===== src/hdl/mqttp_pkg.sv =====
// shared types and codes for the mqtt fixed header parser
// no dependencies

package mqttp_pkg;

	localparam int LEN_W = 28;
	localparam int ID_W  = 16;

	typedef enum logic [3:0] {
		PH_WAIT    = 4'd0,
		PH_LEN     = 4'd1,
		PH_ID_HI   = 4'd2,
		PH_ID_LO   = 4'd3,
		PH_TLEN_HI = 4'd4,
		PH_TLEN_LO = 4'd5,
		PH_TOPIC   = 4'd6,
		PH_PAYLOAD = 4'd7,
		PH_ACKF    = 4'd8,
		PH_RETC    = 4'd9,
		PH_SKIP    = 4'd10
	} phase_t;

	localparam logic [3:0] T_RSVD_LO  = 4'd0;
	localparam logic [3:0] T_CONNACK  = 4'd2;
	localparam logic [3:0] T_PUBLISH  = 4'd3;
	localparam logic [3:0] T_PUBACK   = 4'd4;
	localparam logic [3:0] T_PUBREC   = 4'd5;
	localparam logic [3:0] T_PUBREL   = 4'd6;
	localparam logic [3:0] T_PUBCOMP  = 4'd7;
	localparam logic [3:0] T_SUBSCR   = 4'd8;
	localparam logic [3:0] T_SUBACK   = 4'd9;
	localparam logic [3:0] T_UNSUB    = 4'd10;
	localparam logic [3:0] T_UNSUBACK = 4'd11;
	localparam logic [3:0] T_RSVD_HI  = 4'd15;

	localparam logic [3:0] ROLE_HDR   = 4'd0;
	localparam logic [3:0] ROLE_LEN   = 4'd1;
	localparam logic [3:0] ROLE_ID    = 4'd2;
	localparam logic [3:0] ROLE_TLEN  = 4'd3;
	localparam logic [3:0] ROLE_TOPIC = 4'd4;
	localparam logic [3:0] ROLE_PAYLD = 4'd5;
	localparam logic [3:0] ROLE_ACKF  = 4'd6;
	localparam logic [3:0] ROLE_RETC  = 4'd7;
	localparam logic [3:0] ROLE_SKIP  = 4'd8;

	localparam logic [2:0] ERR_NONE  = 3'd0;
	localparam logic [2:0] ERR_FLAGS = 3'd1;
	localparam logic [2:0] ERR_TYPE  = 3'd2;
	localparam logic [2:0] ERR_LEN   = 3'd3;
	localparam logic [2:0] ERR_LONG  = 3'd4;

	localparam logic [3:0] FLAGS_REQ = 4'd2;

	typedef struct packed {
		phase_t            phase;
		logic [3:0]        ctype;
		logic [3:0]        cflags;
		logic [LEN_W-1:0]  rem;
		logic [2:0]        lidx;
		logic [ID_W-1:0]   tlen;
		logic [ID_W-1:0]   id;
		logic [LEN_W-1:0]  pcount;
		logic [7:0]        ackf;
		logic [7:0]        retc;
	} st_t;

	typedef struct packed {
		logic [3:0]        packet_type;
		logic [3:0]        byte_role;
		logic [7:0]        data_byte;
		logic              packet_end;
		logic [2:0]        error_code;
		logic [ID_W-1:0]   packet_id;
		logic              dup_flag;
		logic [1:0]        qos_level;
		logic              retain_flag;
		logic [7:0]        ack_flags;
		logic [7:0]        return_code;
		logic [LEN_W-1:0]  payload_length;
	} res_t;

endpackage


===== src/hdl/mqtt_packet_header_parser_core.sv =====
// top level of the mqtt control packet parser: input register, parse state, result register
// depends on mqttp_pkg and mqttp_step
//
// usage
// - input channel: one stream byte per transfer on rx_byte, in_valid / in_ready
// - output channel: one result per input byte, out_valid / out_ready, fields as ports
// - each byte is tagged with its role in the packet; errors and packet ends are
//   flagged on the byte that causes them, after which the next byte is a header
// - a byte taken is held in the input register, and its result is registered in
//   the result register once that register is empty or out_ready is high
// - throughput: one byte per cycle while out_ready is high; the parse state,
//   the length adder and the topic length compare all settle within the single
//   stage between the input register and the result register
// - stalls: while out_ready is low the result holds and one more byte may wait in
//   the input register; in_ready drops only when both are occupied
// - reset: arst_n clears the parse state to waiting for a fixed header and empties
//   both registers; no result is presented until a byte is taken

module mqtt_packet_header_parser_core
	import mqttp_pkg::*;
(
	input  logic             clk,
	input  logic             arst_n,
	input  logic             in_valid,
	output logic             in_ready,
	input  logic [7:0]       rx_byte,
	output logic             out_valid,
	input  logic             out_ready,
	output logic [3:0]       packet_type,
	output logic [3:0]       byte_role,
	output logic [7:0]       data_byte,
	output logic             packet_end,
	output logic [2:0]       error_code,
	output logic [ID_W-1:0]  packet_id,
	output logic             dup_flag,
	output logic [1:0]       qos_level,
	output logic             retain_flag,
	output logic [7:0]       ack_flags,
	output logic [7:0]       return_code,
	output logic [LEN_W-1:0] payload_length
);

	logic       valid_s1;
	logic [7:0] byte_s1;
	logic       valid_s2;
	res_t       res_s2;
	st_t        st_q;
	st_t        st_nx;
	res_t       res_nx;
	logic       adv;

	assign adv      = valid_s1 && (!valid_s2 || out_ready);
	assign in_ready = !valid_s1 || adv;

	always_ff @(posedge clk or negedge arst_n) begin
		if (!arst_n) begin
			valid_s1 <= 1'b0;
		end else if (in_ready) begin
			valid_s1 <= in_valid;
		end
	end

	always_ff @(posedge clk) begin
		if (in_valid && in_ready) begin
			byte_s1 <= rx_byte;
		end
	end

	mqttp_step u_step (
		.st      (st_q),
		.rx_byte (byte_s1),
		.nx      (st_nx),
		.res     (res_nx)
	);

	always_ff @(posedge clk or negedge arst_n) begin
		if (!arst_n) begin
			st_q <= '{phase: PH_WAIT, default: '0};
		end else if (adv) begin
			st_q <= st_nx;
		end
	end

	always_ff @(posedge clk or negedge arst_n) begin
		if (!arst_n) begin
			valid_s2 <= 1'b0;
		end else if (adv) begin
			valid_s2 <= 1'b1;
		end else if (out_ready) begin
			valid_s2 <= 1'b0;
		end
	end

	always_ff @(posedge clk) begin
		if (adv) begin
			res_s2 <= res_nx;
		end
	end

	assign out_valid      = valid_s2;
	assign packet_type    = res_s2.packet_type;
	assign byte_role      = res_s2.byte_role;
	assign data_byte      = res_s2.data_byte;
	assign packet_end     = res_s2.packet_end;
	assign error_code     = res_s2.error_code;
	assign packet_id      = res_s2.packet_id;
	assign dup_flag       = res_s2.dup_flag;
	assign qos_level      = res_s2.qos_level;
	assign retain_flag    = res_s2.retain_flag;
	assign ack_flags      = res_s2.ack_flags;
	assign return_code    = res_s2.return_code;
	assign payload_length = res_s2.payload_length;

`ifndef SYNTHESIS
	a_err_ends: assert property (@(posedge clk) disable iff (!arst_n)
		out_valid && error_code != ERR_NONE |-> packet_end)
		else $error("error result without packet end");

	a_stall_only: assert property (@(posedge clk) disable iff (!arst_n)
		!in_ready |-> valid_s1 && valid_s2 && !out_ready)
		else $error("input stalled with room downstream");

	a_end_waits: assert property (@(posedge clk) disable iff (!arst_n)
		adv && res_nx.packet_end |=> st_q.phase == PH_WAIT)
		else $error("parser not back to header after packet end");

	a_hdr_ok: assert property (@(posedge clk) disable iff (!arst_n)
		adv && res_nx.byte_role == ROLE_HDR && res_nx.error_code == ERR_NONE
		|=> st_q.phase == PH_LEN)
		else $error("accepted header did not start length decode");
`endif

endmodule


===== src/hdl/mqttp_step.sv =====
// next-state and result logic for one stream byte
// depends on mqttp_pkg

module mqttp_step
	import mqttp_pkg::*;
(
	input  st_t        st,
	input  logic [7:0] rx_byte,
	output st_t        nx,
	output res_t       res
);

	logic [LEN_W-1:0] grp;
	logic [LEN_W-1:0] len_sum;
	logic [LEN_W-1:0] rem_m1;
	logic [1:0]       idb;
	logic             len_bad;
	phase_t           first_ph;
	logic             flag_bad;
	logic [2:0]       hdr_err;
	logic [ID_W-1:0]  tl;
	logic [LEN_W:0]   tl_need;
	logic [3:0]       role;
	logic [2:0]       err;
	logic             end_p;
	logic             flags_ok;
	logic             body;
	phase_t           nxt_ph;
	logic             pub;

	assign idb    = (st.cflags[2:1] != 2'd0) ? 2'd2 : 2'd0;
	assign rem_m1 = st.rem - LEN_W'(1);
	assign tl     = {st.tlen[ID_W-1:8], rx_byte};
	assign tl_need = (LEN_W+1)'(tl) + (LEN_W+1)'(idb);

	always_comb begin
		case (st.lidx[1:0])
			2'd0:    grp = {21'd0, rx_byte[6:0]};
			2'd1:    grp = {14'd0, rx_byte[6:0], 7'd0};
			2'd2:    grp = {7'd0, rx_byte[6:0], 14'd0};
			default: grp = {rx_byte[6:0], 21'd0};
		endcase
	end

	assign len_sum = st.rem + grp;

	always_comb begin
		case (st.ctype) inside
			T_CONNACK, T_PUBACK, T_PUBREC, T_PUBREL, T_PUBCOMP, T_UNSUBACK:
				len_bad = (len_sum != LEN_W'(2));
			T_SUBACK:
				len_bad = (len_sum != LEN_W'(3));
			T_PUBLISH:
				len_bad = ((LEN_W+1)'(len_sum) < (LEN_W+1)'(2) + (LEN_W+1)'(idb));
			default:
				len_bad = 1'b0;
		endcase
	end

	always_comb begin
		case (st.ctype) inside
			T_CONNACK: first_ph = PH_ACKF;
			T_PUBLISH: first_ph = PH_TLEN_HI;
			T_PUBACK, T_PUBREC, T_PUBREL, T_PUBCOMP, T_SUBACK, T_UNSUBACK:
				first_ph = PH_ID_HI;
			default:   first_ph = PH_SKIP;
		endcase
	end

	always_comb begin
		case (rx_byte[7:4]) inside
			T_PUBLISH:                  flag_bad = (rx_byte[2:1] == 2'd3);
			T_PUBREL, T_SUBSCR, T_UNSUB: flag_bad = (rx_byte[3:0] != FLAGS_REQ);
			default:                    flag_bad = (rx_byte[3:0] != 4'd0);
		endcase
		if (flag_bad) begin
			hdr_err = ERR_FLAGS;
		end else if (rx_byte[7:4] == T_RSVD_LO || rx_byte[7:4] == T_RSVD_HI) begin
			hdr_err = ERR_TYPE;
		end else begin
			hdr_err = ERR_NONE;
		end
	end

	always_comb begin
		nx       = st;
		role     = ROLE_HDR;
		err      = ERR_NONE;
		end_p    = 1'b0;
		flags_ok = 1'b1;
		body     = 1'b0;
		nxt_ph   = st.phase;
		unique case (st.phase)
			PH_LEN: begin
				role   = ROLE_LEN;
				nx.rem = len_sum;
				if (rx_byte[7]) begin
					if (st.lidx >= 3'd3) begin
						err   = ERR_LONG;
						end_p = 1'b1;
					end else begin
						nx.lidx = st.lidx + 3'd1;
					end
				end else if (len_bad) begin
					err   = ERR_LEN;
					end_p = 1'b1;
				end else if (len_sum == '0) begin
					end_p = 1'b1;
				end else begin
					nx.phase = first_ph;
				end
			end
			PH_ID_HI: begin
				body   = 1'b1;
				role   = ROLE_ID;
				nx.id  = {rx_byte, 8'd0};
				nxt_ph = PH_ID_LO;
			end
			PH_ID_LO: begin
				body   = 1'b1;
				role   = ROLE_ID;
				nx.id  = {st.id[ID_W-1:8], rx_byte};
				nxt_ph = (st.ctype == T_SUBACK) ? PH_RETC : PH_PAYLOAD;
			end
			PH_TLEN_HI: begin
				body    = 1'b1;
				role    = ROLE_TLEN;
				nx.tlen = {rx_byte, 8'd0};
				nxt_ph  = PH_TLEN_LO;
			end
			PH_TLEN_LO: begin
				body    = 1'b1;
				role    = ROLE_TLEN;
				nx.tlen = tl;
				if (tl_need > {1'b0, rem_m1}) begin
					err = ERR_LEN;
				end else begin
					nx.pcount = rem_m1 - LEN_W'(tl) - LEN_W'(idb);
					if (tl != '0) begin
						nxt_ph = PH_TOPIC;
					end else begin
						nxt_ph = (idb != 2'd0) ? PH_ID_HI : PH_PAYLOAD;
					end
				end
			end
			PH_TOPIC: begin
				body = 1'b1;
				role = ROLE_TOPIC;
				if ({1'b0, rem_m1} == {1'b0, st.pcount} + (LEN_W+1)'(idb)) begin
					nxt_ph = (idb != 2'd0) ? PH_ID_HI : PH_PAYLOAD;
				end
			end
			PH_PAYLOAD: begin
				body = 1'b1;
				role = ROLE_PAYLD;
			end
			PH_ACKF: begin
				body    = 1'b1;
				role    = ROLE_ACKF;
				nx.ackf = rx_byte;
				nxt_ph  = PH_RETC;
			end
			PH_RETC: begin
				body    = 1'b1;
				role    = ROLE_RETC;
				nx.retc = rx_byte;
			end
			PH_SKIP: begin
				body = 1'b1;
				role = ROLE_SKIP;
			end
			default: begin
				role      = ROLE_HDR;
				nx.ctype  = rx_byte[7:4];
				nx.cflags = rx_byte[3:0];
				nx.rem    = '0;
				nx.lidx   = '0;
				nx.tlen   = '0;
				nx.id     = '0;
				nx.pcount = '0;
				nx.ackf   = '0;
				nx.retc   = '0;
				err       = hdr_err;
				if (hdr_err != ERR_NONE) begin
					end_p    = 1'b1;
					flags_ok = 1'b0;
				end else begin
					nx.phase = PH_LEN;
				end
			end
		endcase
		if (body) begin
			nx.rem = rem_m1;
			if (err != ERR_NONE || rem_m1 == '0) begin
				end_p = 1'b1;
			end else begin
				nx.phase = nxt_ph;
			end
		end
		if (end_p) begin
			nx.phase = PH_WAIT;
		end
	end

	assign pub = flags_ok && (nx.ctype == T_PUBLISH);

	always_comb begin
		res.packet_type    = nx.ctype;
		res.byte_role      = role;
		res.data_byte      = rx_byte;
		res.packet_end     = end_p;
		res.error_code     = err;
		res.packet_id      = nx.id;
		res.dup_flag       = pub & nx.cflags[3];
		res.qos_level      = pub ? nx.cflags[2:1] : 2'd0;
		res.retain_flag    = pub & nx.cflags[0];
		res.ack_flags      = nx.ackf;
		res.return_code    = nx.retc;
		res.payload_length = nx.pcount;
	end

endmodule


===== config.mk =====
export PLATFORM = sky130hd
export DESIGN_NAME = mqtt_packet_header_parser_core
export DESIGN_NICKNAME = d
export VERILOG_FILES = /design/src/hdl/mqttp_pkg.sv /design/src/hdl/mqtt_packet_header_parser_core.sv /design/src/hdl/mqttp_step.sv
export SDC_FILE = /design/constraint.sdc
export NUM_CORES = 1
export LEC_CHECK = 0
export BUFFER_PORTS_ARGS = -buffer_cell sky130_fd_sc_hd__buf_2
export CAP_MARGIN = 20
export CORE_UTILIZATION = 57
export DETAILED_ROUTE_END_ITERATION = 8
export PLACE_DENSITY = 0.78
export SYNTH_ARGS = -nofsm -noshare
export SYNTH_HDL_FRONTEND = slang
export SYNTH_SLANG_ARGS = --single-unit

===== constraint.sdc =====
create_clock -name clk -period 5.19 [get_ports clk]
set_input_delay 1.2975 -clock clk [delete_from_list [all_inputs] [get_ports clk]]
set_output_delay 1.2975 -clock clk [all_outputs]
set_load 0.05 [all_outputs]

### Word level (Yosys, flattened, before mapping)

Index checks and enable logic that the tools add are counted.

* flip-flop bits (word level): 205
* latch bits: 0
* bits in writable memories: 0
* ROM bits: 0
* bits of input ports: 12
* output and inout port bits: 86
* logic and storage cells: 171
* memories kept: 0

* add/sub/neg operators: 8
* multiply operators: 0
* divide/modulo/power cells: 0
* $lt $le $gt $ge: 3
* eq/ne operators: 37
* shifts and indexed selects: 0
* muxes and demuxes: 56
* bitwise gates (word level): 5
* reductions and logical operators: 37

Operators with widths (count)
* $pmux W16 S3: 2
* $pmux W28 S3: 1
* $pmux W31 S2: 1
* $logic_not A28 Y1: 2
* $mux W28: 2
* $mux W4: 14
* $ne A28 B2 Y1 const B: 2
* $pmux W28 S2: 1
* $eq A4 B3 Y1 const B: 9
* $reduce_or A9 Y1: 4
* $eq A4 B4 Y1 const B: 8
* $pmux W4 S8: 1
* $pmux W8 S2: 2
* $add A28 B2 Y29: 1
* $eq A28 B29 Y1: 1
* $gt A29 B28 Y1: 1
* $lt A28 B29 Y1: 1
* $add A28 B28 Y28: 1
* $sub A28 B1 Y28 const B: 1
* $sub A28 B16 Y28: 1
* $sub A28 B2 Y28: 1
* $eq A4 B2 Y1 const B: 6
* $pmux W4 S6: 1
* $reduce_or A8 Y1: 3
* 37 further kinds: 79

### Longest topological paths before layout

* depth in word-level cells: 16
* mapped depth: 24
* depth with buffers taken out: 22

### Cells and area by module

Synthesis repeated with hierarchy kept, for this count alone.

* cells, all modules: 1665
* area, all modules: 16350.7 um2

By module, submodules not included
* mqttp_step: times used 1, cells an instance 1313, area each 8568.2 um2, seq. area each 0.0 um2
* mqtt_packet_header_parser_core: times used 1, cells an instance 352, area each 7782.5 um2, seq. area each 5790.6 um2

### Worst setup path before layout

No wires, ideal clock.

* path type: input to register
* from: input port out_ready
* to: register res_s2, in the netlist ack_flags[0], enable pin
* setup time: 481 ps
* arrival: 4457 ps
* data required time: 4709 ps
* setup slack: 252 ps
* stages: 5
* path buffers: 2
* path through: nand2b_1 > nand2_1 > inv_1 > clkbuf_1 > clkbuf_1

* cells in the longest elaborated chain, start to end: 2

RTL lines
* from (decl): line mqtt_packet_header_parser_core.sv:28 `input logic out_ready,`
* $logic_or A1 B1 Y1: line mqtt_packet_header_parser_core.sv:52 `assign adv = valid_s1 && (!valid_s2 || out_ready);`
* $logic_and A1 B1 Y1: line mqtt_packet_header_parser_core.sv:52
* named net adv: line mqtt_packet_header_parser_core.sv:50 `logic adv;`
* to (signal assigned): line mqtt_packet_header_parser_core.sv:96 `res_s2 <= res_nx;`
* to (decl): line mqtt_packet_header_parser_core.sv:46 `res_t res_s2;`

The timed path passes the listed nets, and every way through them passes these cells.
A chain may end at the register's enable or synchronous reset.

==> flow_summary.toml <==
[outcome]
status = "completed"

[synth]
yosys_warnings = 0
synth.cell_area_mm2 = 0.0144
synth_cell_types = 89
synth-edff-count = 92
synth_fp_nets = 1722
syn_inst = 1620
synth-main-ff-cell = "dfrtp_1"
ys_seq_elements = 205
ys_async_sr_fraction = 0.551
avgSynthCellArea_um2 = 8.89
ys_seq_area_frac = 0.388

[global_routing]
grt_pass1_vias = 12100
grt_max_degree = 59
antenna_found_initial = 1
grt_first_pass_wirelength_um = 64000
grt.total_usage = 0.308
grt_overflow = 0

[critical_path]
arrival_ns = 5.33
crit_type = "register to register"
required_ns = 5.62
startpoint_type = "register"
setup.worst_path.end_class = "register"
r2r-start = "st_q[76]"
worstPathMaxFanout = 7
timing.rr.end = "st_q[115]"
r2r_setup_slack_ns = 0.29
cp_slowest_stage_delay_ns = 0.43
crit_path_top_delay_cell = "dfrtp_1"
r2r_cells = 18
worstPathCellList = "inv_1 > ha_1 > and2_1 > ha_1 > inv_1 > fa_1 > and2b_1 > o211a_1 > o211a_1 > o21ai_1 > a211o_1 > a21o_1 > a2111oi_2 > and4bb_2 > a31oi_1 > o31ai_2 > o211ai_1 > o41ai_2"

[power]
pwr-share-clk = 0.343
power_frac_seq = 0.379
switching_share = 0.339
comb_power_share = 0.278
power.internal_mw = 3.26
p_leak_nw = 7.00
p_sw_mw = 1.67
p_per_area_mw_per_mm2 = 305
power_mw = 4.92
ir_drop_mv = 0.265

[die]
fp.dieH_um = 161
num_rows = 57
initial_core_util = 0.587
die_w_um = 161
pin_count = 98
dieArea_mm2 = 0.0259
coreArea_mm2 = 0.0245

[clock_network]
cts_root_buf = "clkbuf_16"
clockBufferDepth = 3
cts_tree = "yes"
clkTransAtPathRegs_ns = 0.06
numCtsBuffers = 24
holdBufCountCts = 0
h-tree-depth = 1
cts.sinks = 205
clock_latency_ns = 0.53
post_cts_buffers = 0

[routing]
route.met3.wl_um = 2920
drt-met1-wl_um = 17400
vias = 12800
final_antenna_net_count = 0
post_drt_via_cell_ratio = 6.28
wl_per_cell_um = 19.3
wl_met2_um = 18000
top_layer = "met5"
drc = 0
drt-pass1-iter-count = 5
finalWirelength_um = 39600
drtIter0Drc = 1248

[hold_path]
min_to = "st_q[46]"
min_path_type = "register to register"
hold_depth = 2
hp-start = "st_q[46]"

[timing]
slew_viol_final = 0
post-route-period-util = 0.944
finalSetupViolCount = 0
worst_pin_slew_ns = 0.942
fin_worst_skew_ns = 0.0162
setup_slack_ns = 0.291
hold_violations = 0
clock.fmax_ghz = 0.204
period_needed_ns = 4.90
maxSlewHeadroom = 0.367

[placed_design]
globalplace.congestion = 1.00
portBuffers = 97
dp_hpwl_um = 29100
dp_slack_ns = 0.0944

[cells_and_area]
register_area_mm2 = 0.00559
nets = 1807
fillCellCount = 1966
drive_above_1_share = 0.141
n_antenna_cell = 0
synthToLayoutAreaGrowth_pct = 12.0
multi_input_area_mm2 = 0.00822

[flow_run]
drv_cap = 0
[cell type report]
class / instances / area share
Timing Repair Buffer: 144 / 0.0521
Clock inverter: 11 / 0.00776
Clock buffer: 33 / 0.0412
Tap cell: 324 / 0.0251
Sequential cell: 205 / 0.347
Inverter: 75 / 0.0178
Multi-Input combinational cell: 1255 / 0.510
[power groups by stage]
| stage | Clock [mW] | Combinational [mW] | Sequential (mW) |
|---|---|---|---|
| 5_1_grt | 1.77 | 1.49 | 1.87 |
| 6_report | 1.69 | 1.37 | 1.87 |
| 2_1_floorplan | 0 | 0.864 | 2.02 |
| 3_5_place_dp | 0 | 1.34 | 1.89 |
| 3_3_place_gp | 0 | 1.31 | 1.89 |
| 4_1_cts | 1.71 | 1.35 | 1.86 |
[worst max-delay path, delay by kind of cell (launching register included)]
family                   cells  cell delay [ns]
buffers and inverters        2             0.21
AO/OA/AOI/OAI               10             2.50
adder cells (fa/ha/maj)      3             0.86
AND/OR/NAND/NOR              3             0.80
flip-flops                   1             0.43
[cell usage after synthesis (all sizes together), types with 17 or more instances]
master    n  area, um^2
a211oi   18         145
a21o     24         180
a21oi    72         364
a22o     49         429
and2     33         206
clkbuf   69         263
dfrtp   113        2830
edfxtp   92        2760
ha       88        1100
inv      75         282
nand2   260         988
nand3    48         240
nand4    24         150
nor2    100         375
nor3     56         292
nor4     21         165
o21ai   112         579
or3      17         116
xnor2    87         762
xor2     30         270
[worst max-delay path by stage]
stage / startpoint / to / slack, ns / cells after the start
finish: st_q[76] / st_q[115] / 0.29 / 18
global route: st_q[76] / st_q[115] / -0.0001 / 18
CTS: st_q[76] / st_q[115] / 0.04 / 18
detailed placement: st_q[76] / st_q[115] / 0.09 / 18
global placement: st_q[76] / st_q[118] / 0.29 / 18
floorplan: out_ready / ack_flags[0] / 0.25 / 5
[flip-flops by register name (all words and copies together) (netlist names)]
register and count:
byte_s1 8, qos_level 2, return_code 8, st_q 111
packet_end 1, valid_s1 1, ack_flags 8, retain_flag 1
dup_flag 1, packet_type 4, packet_id 16, out_valid 1
error_code 3, byte_role 4, data_byte 8, payload_length 28
[per-layer routing]
metal | vias to the layer above | track usage
met1 | 6209 | 0.442
met2 | 526 | 0.486
met5 | - | 0
met3 | 99 | 0.0349
met4 | 2 | 0.104
li1 | 6012 | -
[layout by cell type (no fill, tap or decap), types with 13 or more instances in the layout]
cell type / n
dfrtp_1: 113
xor2_1: 29
and3_1: 15
nor3_1: 55
inv_1: 74
edfxtp_1: 92
nand2b_1: 13
o21ai_0: 98
a22o_1: 49
nor2_1: 100
or3_1: 15
a211oi_1: 16
nor2b_1: 14
a21o_1: 24
and2_1: 33
buf_2: 96
a21oi_1: 71
ha_1: 88
nor4_1: 17
buf_4: 48
o21a_1: 16
nand4_1: 24
nand3_1: 48
clkbuf_16: 24
xnor2_1: 86
nand2_1: 254
[repair_timing]
action | CTS | global route
setup endpoints to repair | 0 | 22
resized for setup | 0 | 10
hold endpoints to repair | 0 | 0
[cell families (layout without fill, tap and decap cells)]
kind of cell,count (synthesis),in the layout,share of synthesized area
and+or+nand+nor,645,645,0.220
xor gates and xnor gates,117,117,0.0717
DFF,205,205,0.388
adders and majority gates,90,90,0.0792
buffers and inverters,160,263,0.0441
AOI/OAI and AO/OA,388,388,0.186
muxes,15,15,0.0111
[metrics by stage]
stage          hold WS [ns]  cells   util   TNS (ns)  area [um^2]
5_1_grt               0.499   2047  0.658  -0.000124        16100
2_1_floorplan         0.446   1620      -          0        14400
4_1_cts               0.478   2046  0.656          0        16100
3_3_place_gp          0.457   2001  0.624          0        15300
3_5_place_dp          0.465   2002  0.624          0        15300
6_report              0.475   2047  0.658          0        16100
(Power assumes the default switching activity.)
